--- src/rtl/core/isr_pkg.sv ---
// ----------------------------------------------------------------------------
// isr_pkg
// shared constants, widths and controller/datapath interface types for the
// idle state residency statistics core
// ----------------------------------------------------------------------------
`default_nettype none

package isr_pkg;

   localparam int CPU_COUNT   = 8;
   localparam int IDLE_STATES = 8;
   localparam int SLOT_COUNT  = CPU_COUNT * IDLE_STATES;
   localparam int SLOT_W      = (SLOT_COUNT > 1) ? $clog2(SLOT_COUNT) : 1;

   localparam int CPU_W   = 3;
   localparam int STATE_W = 3;
   localparam int TIME_W  = 48;
   localparam int CNT_W   = 32;

   localparam int REQ_DATA_W = 56;
   localparam int RSP_DATA_W = 280;

   localparam logic [TIME_W-1:0] TIME_MAX = {TIME_W{1'b1}};
   localparam logic [CNT_W-1:0]  CNT_MAX  = {CNT_W{1'b1}};

   localparam logic OP_ENTER = 1'b0;
   localparam logic OP_EXIT  = 1'b1;

   // commands from the controller to the datapath
   typedef struct packed {
      logic load;        // capture the request beat
      logic ent_write;   // record an idle entry
      logic rd_issue;    // read the open slot
      logic calc;        // form the elapsed time
      logic upd;         // write back new statistics
      logic div_start;   // start the mean division
      logic out_load;    // move the result into the output register
   } isr_cmd_type;

   // status from the datapath to the controller
   typedef struct packed {
      logic is_exit;
      logic cpu_ok;
      logic state_ok;
      logic open_ok;
      logic negative;
      logic div_done;
   } isr_sts_type;

   function automatic logic [SLOT_W-1:0] slot_of(input logic [CPU_W-1:0]   cpu,
                                                 input logic [STATE_W-1:0] st);
      logic [SLOT_W+CPU_W+STATE_W-1:0] full;
      full = (SLOT_W+CPU_W+STATE_W)'(cpu) * (SLOT_W+CPU_W+STATE_W)'(IDLE_STATES)
             + (SLOT_W+CPU_W+STATE_W)'(st);
      return full[SLOT_W-1:0];
   endfunction

endpackage

`default_nettype wire

--- src/rtl/core/isr_ctrl.sv ---
// ----------------------------------------------------------------------------
// isr_ctrl
// sequencing state machine: decode, slot read, update, division and
// hand-off to the output register
// ----------------------------------------------------------------------------
`default_nettype none

module isr_ctrl (
   input  wire logic                 clock,
   input  wire logic                 reset,
   input  wire logic                 req_tvalid,
   output logic                      req_tready,
   output logic                      rsp_tvalid,
   input  wire logic                 rsp_tready,
   output isr_pkg::isr_cmd_type      cmd,
   input  wire isr_pkg::isr_sts_type sts
);
   import isr_pkg::*;

   typedef enum logic [2:0] {
      ST_IDLE,
      ST_DECODE,
      ST_READ,
      ST_ELAPSED,
      ST_UPDATE,
      ST_DIVIDE,
      ST_EMIT
   } state_type;

   state_type state_ff, state_in;
   logic      rsp_tvalid_ff, rsp_tvalid_in;
   logic      out_free;

   assign out_free = !rsp_tvalid_ff || rsp_tready;

   always_comb begin
      state_in = state_ff;
      cmd      = '0;
      unique case (state_ff)
         ST_IDLE: begin
            if (req_tvalid) begin
               cmd.load = 1'b1;
               state_in = ST_DECODE;
            end
         end
         ST_DECODE: begin
            state_in = ST_IDLE;
            if (sts.cpu_ok) begin
               if (!sts.is_exit) begin
                  cmd.ent_write = sts.state_ok;
               end else if (sts.open_ok) begin
                  cmd.rd_issue = 1'b1;
                  state_in     = ST_READ;
               end
            end
         end
         ST_READ: begin
            cmd.calc = 1'b1;
            state_in = ST_ELAPSED;
         end
         ST_ELAPSED: begin
            // an exit before its entry leaves the state open
            if (sts.negative) begin
               state_in = ST_IDLE;
            end else begin
               cmd.upd  = 1'b1;
               state_in = ST_UPDATE;
            end
         end
         ST_UPDATE: begin
            cmd.div_start = 1'b1;
            state_in      = ST_DIVIDE;
         end
         ST_DIVIDE: begin
            if (sts.div_done) begin
               state_in = ST_EMIT;
            end
         end
         ST_EMIT: begin
            if (out_free) begin
               cmd.out_load = 1'b1;
               state_in     = ST_IDLE;
            end
         end
         default: begin
            state_in = ST_IDLE;
         end
      endcase
   end

   always_comb begin
      if (cmd.out_load) begin
         rsp_tvalid_in = 1'b1;
      end else if (rsp_tready) begin
         rsp_tvalid_in = 1'b0;
      end else begin
         rsp_tvalid_in = rsp_tvalid_ff;
      end
   end

   always_ff @(posedge clock) begin
      if (reset) begin
         state_ff      <= ST_IDLE;
         rsp_tvalid_ff <= 1'b0;
      end else begin
         state_ff      <= state_in;
         rsp_tvalid_ff <= rsp_tvalid_in;
      end
   end

   assign req_tready = (state_ff == ST_IDLE);
   assign rsp_tvalid = rsp_tvalid_ff;

endmodule

`default_nettype wire

--- config.mk ---
export PLATFORM = sky130hd
export DESIGN_NAME = isr_ctrl
export DESIGN_NICKNAME = d
export VERILOG_FILES = /design/src/rtl/core/isr_pkg.sv /design/src/rtl/core/isr_ctrl.sv
export SDC_FILE = /design/constraint.sdc
export NUM_CORES = 1
export LEC_CHECK = 0
export ABC_AREA = 1
export BUFFER_PORTS_ARGS = -buffer_cell sky130_fd_sc_hd__clkbuf_2
export CORE_AREA = 3 3 40 42
export DETAILED_ROUTE_END_ITERATION = 10
export DIE_AREA = 0 0 43 45
export GPL_ROUTABILITY_DRIVEN = 0
export GPL_TIMING_DRIVEN = 1
export SYNTH_ARGS = -nofsm -noshare
export SYNTH_HDL_FRONTEND = slang
export SYNTH_SLANG_ARGS = --single-unit
--- constraint.sdc ---
create_clock -name clock -period 2.11 [get_ports clock]
set_clock_uncertainty 0.2 [all_clocks]
set_input_delay 0.3165 -clock clock [delete_from_list [all_inputs] [get_ports clock]]
set_output_delay 0.3165 -clock clock [all_outputs]
set_load 0.02 [all_outputs]
; Word-level counts from Yosys, hierarchy flattened
; Cells that the tools add are included.
[totals]
reg_bits = 4
latchBits = 0
mem_bits_rw = 0
romBits = 0
inputBits = 10
output_inout_bits = 9
wordCells = 39
mem_count = 0
[op_classes]
n_addsub = 0
mul = 0
div_mod_pow = 0
magnitude_cmp = 0
eq_ne = 9
shifts = 0
n_mux = 23
bitwise_logic = 0
n_reduce_logical = 5
[op_table]
columns = operator, count
row1 = case mux 3 bit (7 select lines), 1
row2 = 2-to-1 mux 3 bit, 6
row3 = 2-to-1 mux 1 bit, 13
row4 = equality test 3 bit (second input constant), 3
row5 = equality test 3 x 2 -> 1 bit (second input constant), 2
row6 = 2-to-1 mux 2 bit, 3
row7 = != test 2 bit (second input constant), 3
row8 = equality test 3 x 1 -> 1 bit (second input constant), 1
row9 = zero test 3 bit, 1
row10 = AND reduction 3 bit, 1
row11 = nonzero test 2 bit, 1
row12 = zero test 1 bit, 1
row13 = logical OR 1 bit, 1

; Longest topological paths before layout
; Gate-level depths: netlist of the first run.
[depth]
ltp_word = 5
depth_mapped = 8
ltp_nobuf = 7

; Least setup slack after synthesis of the first run
; Ideal clock, no wire load.
[synth_timing]
kind = flip-flop to output port
startpoint = register state_ff[0]
endpoint = output port cmd[5] (netlist name)
t_arrival_ns = 1.205
required_time_ns = 1.594
slack_ns = 0.389
path_stages_with_launch = 3
path_buffers = 0
cell_sequence = dfxtp_1 > inv_2 > nor4_1
[synth_lines]
columns = item, line
row1 = start: declaration, isr_ctrl.sv:30  ; state_type state_ff, state_in;
row2 = start signal: assignment, isr_ctrl.sv:106  ; state_ff <= state_in;
row3 = end: declaration, isr_ctrl.sv:15  ; output isr_pkg::isr_cmd_type cmd,

==> summary.md, run 1 <==
| Metric | Value |
|---|---|
| Status | finished, final reports clean |
| Initial drt markers | 5 |
| Crit share post-route | between 80 and 90% |
| Commonest cells after routing, fill and taps aside | 18 x clkbuf_2, 12 x nor2_1, 11 x nand2_1 |
| Pre-CTS WS | approximately 570 ps |
| Hold-fix buffers, CTS | 0 |
| Root buf cell | clkbuf_4 |
| Remaining routing DRC violations | 0 |
| Max Clk Rate | 0.564 GHz |
| DIE AREA | a little under 0.002 mm2 |
| Slew Limit Headroom | 77.8% |
| GRT Total Usage | under 10% |
| RSZ-0062 raised after global routing | no |
| Post-synthesis sequential area ratio | about a quarter |
| Worst setup EP type | output port |
| FP Rows | 13 |
| Fill cell total of the finished layout | 162 |
| Hold path depth | 2 |
| CTS Buf Count | 3 |
| HPWL after detailed placement | 638 um |
| WL/cell | about 8.2 um |
| Leading area contributor after synthesis | dfxtp_1 |
| Pins Over Slew Limit | 0 |
| Boundary Pins | 19 |
| Fin Setup TNS | 0 ps |
| CTS Buffer Depth | 2 |
| TritonCTS clock tree | done |
| Min cycle time layout | between 1500 and 2000 ps |
| # diodes | 0 |
| Max VDD drop | 0.000383 V |
| Area Growth Syn to Fin | 33.7% |
| CTS HTree Levels | 1 |
| Pwr dens | approximately 1000 mW/mm2 |
| Post-CTS setup buffer count | 0 |
| Die outline width | 43 um |
| Ratio of cells with drive above 1 in the final layout | between 40 and 50% |
| Routed WL | between 700 and 800 um |
| Synth Instances | 55 |
| Commonest non-fill, non-tap cell in the layout | clkbuf_2 |
| First-pass GRT wire length | approximately 1300 um |
| Leading post-synthesis cells by cell area | dfxtp_1 24%, nor2_1 13%, nand2_1 12%, inv_1 10%, nand3_2 9.0% |
| Clock-pin slew of the registers on the worst-case setup and hold paths | 40 ps |
| Max_cap viols | 0 |
| Worst Path Required | 1590 ps |
| Core footprint | ~0.0013 mm2 |
| DRT Pass-1 Iters | 3 |
| Final-report setup violation count | 0 |
| Initial Util | approximately 26% |
| Final hold violations | 0 |
| # resized after CTS | 0 |
| Startpoint types | flop |
| Initial antenna violation count | 0 |
| GRT overflow | 0 |
| Reg area | 80.1 um2 |
| Nets@finish | between 80 and 90 |
| Critical Path AT | about 1300 ps |
| CP Class | reg -> out |
| Worst slew pin tran | 333 ps |
| Post-route setup slack | approximately 340 ps |
| Distinct cells, synth | 16 |
| Largest net degree at the start of global routing | 9 |
| Hold WC Path Type | in -> reg |
| FF-to-FF path depth | 7 |
| Mapped cell area | 334 um2 |
| Vias in the first global route | 345 |
| Footprint of the multi-input gates | 194 um2 |
| Synth Register Bits | 4 |
| Worst-Skew Late Latency | 240 ps |
| Clock sinks | 4 |
| DRT antenna net count | 0 |
| I/O Buffers | 18 |
| Mapped Avg Cell Area | just over 6 um2 |
| Vias | 380 |
| Routed vias/inst | 4.27 |
| Die Y | between 40 and 50 um |
| Crit Path Max Fanout | 8 |
| Area share of the largest cell type after synthesis | a little under a quarter |
| Post-synthesis net count | 65 |
| YS warnings | 0 |
| Leakage | ~0.27 nW |
[final cells by class]
cell class	instances	area share [%]
clock buffers	3	5.04
inverters	11	9.24
multi-input cells	38	43.4
flip-flops and latches	4	17.9
well taps	15	4.20
repair buffers	18	20.2
[cells in the mapped netlist]
master and n:
inv_2 2, nand3_2 3, o21ai_0 2, buf_6 1
nor2_2 1, nor2_4 1, nor3_1 2, nand2_1 11
buf_4 1, nor2_1 12, inv_1 9, a211oi_2 1
nand3_1 3, dfxtp_1 4, nand2_2 1, nor4_1 1
[logic make-up after synthesis]
kind of cell | after synthesis | share of synthesized area [%]
AOI/OAI and AO/OA | 3 | 6.74
buffers and inverters | 13 | 18.0
and+or+nand+nor | 35 | 51.3
DFF | 4 | 24.0
[power by group]
part           internal [mW]  switching, mW  total [mW]  leakage (nW)
clock network         0.0637         0.0320      0.0957        0.0138
logic                 0.0795          0.143       0.223         0.226
registers             0.0947         0.0376       0.132        0.0329
total                  0.238          0.213       0.451         0.273
[per-stage QoR]
| stage | utilization, % | cell area [um2] | hold WS, ps | power [mW] | cells |
|---|---|---|---|---|---|
| floorplan | - | 334 | 189 | 0.313 | 55 |
| global placement | 33.0 | 424 | 329 | 0.358 | 86 |
| detailed placement | 33.0 | 424 | 327 | 0.361 | 86 |
| CTS | 34.8 | 447 | 75.0 | 0.461 | 89 |
| global route | 34.8 | 447 | 80.8 | 0.504 | 89 |
| finish | 34.8 | 447 | 79.9 | 0.451 | 89 |
[state kept, by name, indices dropped and copies added (netlist names)]
signal / count
state_ff: 3
rsp_tvalid: 1
[worst paths after layout]
path | slack, ps | startpoint | to
worst min-delay path | 80 | reset | state_ff[0]
worst max register to register | 740 | state_ff[1] | state_ff[1]
worst max-delay path | 340 | state_ff[1] | cmd[2]
worst min register to register | 380 | state_ff[2] | state_ff[0]
[worst max-delay path, cell delays in order, from the launching register on]
cell,delay (ps)
dfxtp_1,510
inv_1,100
nor2_1,100
nand3_1,90
inv_1,70
clkbuf_2,160
[per-layer routing]
metal,global-route usage (%),share of wire [%]
met4,0,0
met3,7.97,10
met1,10.4,42
met5,0,0
met2,14.4,48
Power figures use the tool's default switching activity.
==> inputs of run 2 (changes only) <==
- ABC_AREA: 1 -> 0
- clock period: 2.11 -> 1.5 ns (I/O delays scaled with it)
==> run 2 against run 1 <==
Effect of this change:
- the run now ends with negative setup slack left
- worst setup slack worse by 500 ps
- critical path depth is 1 lower
- routed wire length is 32% higher
- via count is 11% higher
- die area stayed put
- global-route usage is 2.2 points higher
- sequential power is 4% higher
- critical path type unchanged
- highest routed layer is now met4
==> summary.md, run 2 <==
| Metric | Value |
|---|---|
| Status | finished with violations |
| Violated checks | negative setup slack |
| Worst slew pin tran | between 200 and 250 ps |
| Clock-pin slew of the registers on the worst-case setup and hold paths | approximately 40 ps |
| Post-synthesis net count | 50 |
| WL/cell | about 12 um |
| First-pass GRT wire length | 1680 um |
| Nets@finish | 79 |
| Final hold violations | 0 |
| Commonest cells after routing, fill and taps aside | 12 x buf_4, 10 x clkbuf_2, 4 x clkbuf_8 |
| YS warnings | 0 |
| Worst Path Required | around 1100 ps |
| Clock sinks | 4 |
| Synth Instances | 40 |
| R2R setup slack | about 40 ps |
| Placed Area | between 400 and 500 um2 |
| Critical Path AT | roughly 1200 ps |
| HPWL after detailed placement | around 730 um |
| Min cycle time layout | about 1700 ps |
| Root buf cell | clkbuf_4 |
| Top reg by flops | state_ff |
| Distinct cells, synth | 27 |
| Mapped cell area | 323 um2 |
| Pwr dens | 937 mW/mm2 |
| CTS Buffer Depth | 2 |
| CP Class | reg -> out |
| Cell area after layout | 611 um2 |
| Synth Register Bits | 4 |
| CTS HTree Levels | 1 |
| Final total power | around 0.57 mW |
| Initial drt markers | 5 |
| Leading area contributor after synthesis | dfxtp_1 |
| Initial Util | 25.1% |
| DRT Pass-1 Iters | 4 |
| I/O Buffers | 18 |
| Die Y | around 45 um |
| Routed WL | about 970 um |
| Fill cell total of the finished layout | approximately 120 |
| Hold_sp | reset |
| Max reg flops | 3 |
| Die outline width | 43 um |
| Initial antenna violation count | 0 |
| GRT overflow | 0 |
| Worst-Skew Late Latency | about 240 ps |
| Max VDD drop | around 0.00042 V |
| Hold-fix buffers, CTS | 0 |
| Max_cap viols | 0 |
| Routed vias/inst | between 5 and 6 |
| Largest net degree at the start of global routing | 11 |
| Commonest non-fill, non-tap cell in the layout | buf_4 |
| TritonCTS clock tree | done |
| Crit Reg-Reg Startpoint | state_ff[1] |
| Core footprint | ~0.0013 mm2 |
| Async SR Flop Fraction | 0% |
| GRT Total Usage | between 10% and 20% |
| Fin Setup TNS | -832 ps |
| Synth top cells by count | 4 x dfxtp_1, 4 x nor3_1, 3 x a21oi_1, 3 x o21ai_0 |
| Boundary Pins | 19 |
| Crit share post-route | 111% |
| # diodes | 0 |
| Worst setup EP type | output port |
| Post-synth EDFFs | 0 |
| Slew Limit Headroom | approximately 84% |
| Max Clk Rate | between 0.6 and 0.7 GHz |
| FP Rows | 13 |
| Mapped Avg Cell Area | roughly 8.1 um2 |
| Ratio of cells with drive above 1 in the final layout | between 70% and 80% |
| DRT antenna net count | 0 |
| Remaining routing DRC violations | 0 |
| CTS Buf Count | 3 |
| Crit Path Max Fanout | 6 |
| Hold WS | approximately 22 ps |
| Area share of the largest cell type after synthesis | about a quarter |
| Post-synthesis sequential area ratio | 24.8% |
| Vias | 420 |
| DIE AREA | about 0.0019 mm2 |
| CP startpoint | state_ff[2] |
| Leading post-synthesis cells by cell area | dfxtp_1 25%, nor3_1 6.2%, a21oi_1 4.7%, o21ai_0 4.7%, a221oi_2 4.7% |
| Pins Over Slew Limit | 0 |
| Post-route setup slack | -158 ps |
| RSZ-0062 raised after global routing | yes |
| Hold WC Path Type | in -> reg |
| Area Growth Syn to Fin | 89.1% |
| Final-report setup violation count | 7 |
| Startpoint types | flop |
| Top_reg_cell synth | dfxtp_1 |
| Leakage | about 0.28 nW |
| Vias in the first global route | 384 |
-- run 2: path summary, 6_finish.rpt --
check,end,depth (start not counted)
setup reg to reg,state_ff[2],4
setup / recovery,cmd[0],4
hold reg to reg,rsp_tvalid,2
hold / removal,state_ff[2],2
-- run 2: cell type report --
type	instances	area [um2]	share of cell area, %
clock buffers	3	22.5	3.69
inverters	2	7.51	1.23
multi-input cells	30	265	43.4
flip-flops and latches	4	85.1	13.9
well taps	15	18.8	3.07
repair buffers	28	211	34.6
-- run 2: cells by family (layout without fill, tap and decap cells) --
logic type      count (synthesis)  in the layout  synth area share (%)
compound gates                 10             10                  23.3
flops                           4              4                  24.8
simple gates                   20             20                  40.7
buf+inv                         6             33                  11.2
-- run 2: layer usage --
metal	vias up	wire, um	GRT usage [%]
met5	-	0	0
met4	0	17	7.23
met3	4	71	2.79
met2	20	486	18.6
met1	191	392	13.7
li1	205	-	-
-- run 2: critical path, stage by stage (launching register included) --
cell	delay, ps
dfxtp_4	380
inv_2	40
or3_4	320
nor2b_1	110
buf_4	140
-- run 2: report_power, final --
group | switching, mW | leakage [nW] | internal, mW
combinational | 0.136 | 0.228 | 0.161
sequential | 0.0149 | 0.0339 | 0.122
clock | 0.0491 | 0.0138 | 0.0899
-- run 2: timing repair --
| action | CTS | global route |
|---|---|---|
| endpoints found under the hold margin | 0 | 0 |
| setup buffers | 1 | 2 |
| gates resized for setup | 18 | 11 |
| pin swaps | 5 | 4 |
| setup endpoints to repair | 8 | 10 |
-- run 2: per-stage QoR --
| step | setup slack [ps] | instances | utilization (%) |
|---|---|---|---|
| finish | -158 | 82 | 47.5 |
| global route | -236 | 82 | 47.5 |
| CTS | -186 | 80 | 44.4 |
| detailed placement | 12.3 | 76 | 36.8 |
| global placement | 14.1 | 76 | 36.8 |
| floorplan | -18.5 | 40 | - |
==> inputs of run 3 (changes only) <==
- CTS_BUF_LIST: not set -> sky130_fd_sc_hd__clkbuf_4 sky130_fd_sc_hd__clkbuf_8
- clock period: 1.5 -> 1.7 ns (I/O delays scaled with it)
==> run 3 against run 2 <==
Effect of this change:
- register-to-register slack better by 150 ps
- worst hold slack better by 26 ps
- critical endpoint unchanged
- critical path type unchanged
- the run still ends with negative setup slack left
- routed wire length is 8.1% lower
- die area stayed put
- cell count is 6.1% lower
- critical path depth stayed put
==> summary.md, run 3 (synthesis results as in run 2) <==
| Metric | Value |
|---|---|
| Critical Path AT | 1250 ps |
| Worst Setup EP | cmd[0] |
| CP Cell Sequence | inv_2 -> or3_4 -> nor2b_1 -> buf_4 |
| Core footprint | between 0.001 and 0.0015 mm2 |
| Top reg by flops | state_ff |
| Final hold violations | 0 |
| Clock sinks | 4 |
| CP startpoint | state_ff[1] |
| Post-route setup slack | -9.65 ps |
| Worst setup EP type | output port |
| TritonCTS clock tree | done |
| Met3 Resource Use GR | just under 7% |
| Remaining routing DRC violations | 0 |
| Violated checks | negative setup slack |
| DIE AREA | approximately 0.0019 mm2 |
| Routed WL | 889 um |
| RSZ-0062 raised after global routing | yes |
| Critical Path Stages | 4 |
| Commonest cells after routing, fill and taps aside | 14 x clkbuf_2, 7 x buf_4 |
| Root buf cell | clkbuf_4 |
| I/O Buffers | 18 |
| Routed vias/inst | roughly 4.9 |
| Placed Area | 435 um2 |
| Slowest cell on the critical path | or3_4 |
| Vias | 380 |
| CTS Buffer Depth | 2 |
| DRT Pass-1 Iters | 4 |
| Initial Util | about 25% |
| Max_cap viols | 0 |
| Max Clk Rate | approximately 0.6 GHz |
| Initial antenna violation count | 0 |
| CTS Buf Count | 3 |
| Worst slew pin tran | approximately 280 ps |
| Max reg flops | 3 |
| Crit Reg-Reg Startpoint | state_ff[1] |
| CTS HTree Levels | 1 |
| CP Class | reg -> out |
| HPWL after detailed placement | 645 um |
| Gr busiest metal | met2 |
| Hold-fix buffers, CTS | 0 |
| Global routing usage on met2 | roughly 18% |
| Worst-Skew Late Latency | 230 ps |
| Initial drt markers | 10 |
| First-pass GRT wire length | 1520 um |
| Boundary Pins | 19 |
| Reg area | just under 90 um2 |
| Pins Over Slew Limit | 0 |
| Reg2reg end | state_ff[2] |
| FF-to-FF path depth | 4 |
| GRT overflow | 0 |
| Cell area after layout | 518 um2 |
| Worst path bufs/invs | 2 |
| Hold WC Path Type | in -> reg |
| Area Growth Syn to Fin | 60.5% |
| Startpoint types | flop |
| R2R setup slack | about 190 ps |
| Ratio of cells with drive above 1 in the final layout | ~65% |
| Clock-pin slew of the registers on the worst-case setup and hold paths | approximately 40 ps |
| WL/cell | roughly 12 um |
| Final-report setup violation count | 1 |
| Hold WS | 48.8 ps |
| GR Util met1 | 11.1% |
| Min cycle time layout | ~1700 ps |
| Nets@finish | between 70 and 80 |
| Vias in the first global route | between 300 and 400 |
| Fill cell total of the finished layout | 139 |
| Die Y | 45 um |
| Largest net degree at the start of global routing | 10 |
| DRT antenna net count | 0 |
| GRT Total Usage | 10.6% |
| Crit Path Max Fanout | 5 |
| Status | finished with violations |
| Die outline width | ~43 um |
| Max VDD drop | 0.000471 V |
| Crit share post-route | 101% |
| Worst Path Required | about 1200 ps |
| Footprint of the multi-input gates | approximately 240 um2 |
| Slew Limit Headroom | 81.2% |
| Leakage | 0.233 nW |
| # diodes | 0 |
| Kind of cell adding the most delay to the critical path | simple AND/OR/NAND/NOR gates |
| Critical path's largest stage delay | ~370 ps |
| Pwr dens | about 860 mW/mm2 |
| Pre-CTS WS | ~82 ps |
| FP Rows | 13 |
| Commonest non-fill, non-tap cell in the layout | clkbuf_2 |
[run 3: worst reg2reg max path, stage by stage, from the launching register on]
cell and delay [ps]:
dfxtp_4 350, buf_4 160, or3_4 390, a21o_1 170
a211oi_2 160
[run 3: where the power goes]
group | leakage [nW] | internal, mW | switching, mW
logic | 0.184 | 0.102 | 0.105
registers | 0.0345 | 0.109 | 0.0152
clock network | 0.0138 | 0.0788 | 0.0361
[run 3: layout make-up]
| cell class | instances | area share [%] |
|---|---|---|
| clock buffer | 3 | 4.35 |
| multi-input combinational | 30 | 45.4 |
| inverter | 2 | 1.45 |
| tap | 15 | 3.62 |
| sequential | 4 | 17.1 |
| timing repair buffer | 23 | 28.0 |
[run 3: metrics by stage]
step | instances | setup TNS (ps) | util, % | total power [mW]
after global routing | 77 | -79.7 | 40.3 | 0.484
after floorplan | 40 | 0 | - | 0.241
after CTS | 77 | -30.9 | 38.3 | 0.428
after global placement | 72 | 0 | 33.9 | 0.290
final | 77 | -9.65 | 40.3 | 0.445
after detailed placement | 72 | 0 | 33.9 | 0.290
[run 3: worst min-delay path by stage]
stage                     start          end  slack (ps)  depth (start not counted)
after global routing      reset  state_ff[2]          40                          2
after floorplan           reset  state_ff[2]         120                          1
after global placement    reset  state_ff[2]         300                          2
after CTS                 reset  state_ff[2]          40                          2
after detailed placement  reset  state_ff[2]         290                          2
final                     reset  state_ff[2]          50                          2
[run 3: layer usage]
layer  routed length [um]  vias to the layer above
met5                    0                        -
met4                   16                        0
met3                   76                        2
met2                  448                       14
met1                  349                      170
li1                     -                      194
[run 3: timing repair]
item	in CTS	in global routing
buffers inserted	2	0
endpoints found under the setup margin	3	5
pin swaps	3	3
gates resized for setup	9	12
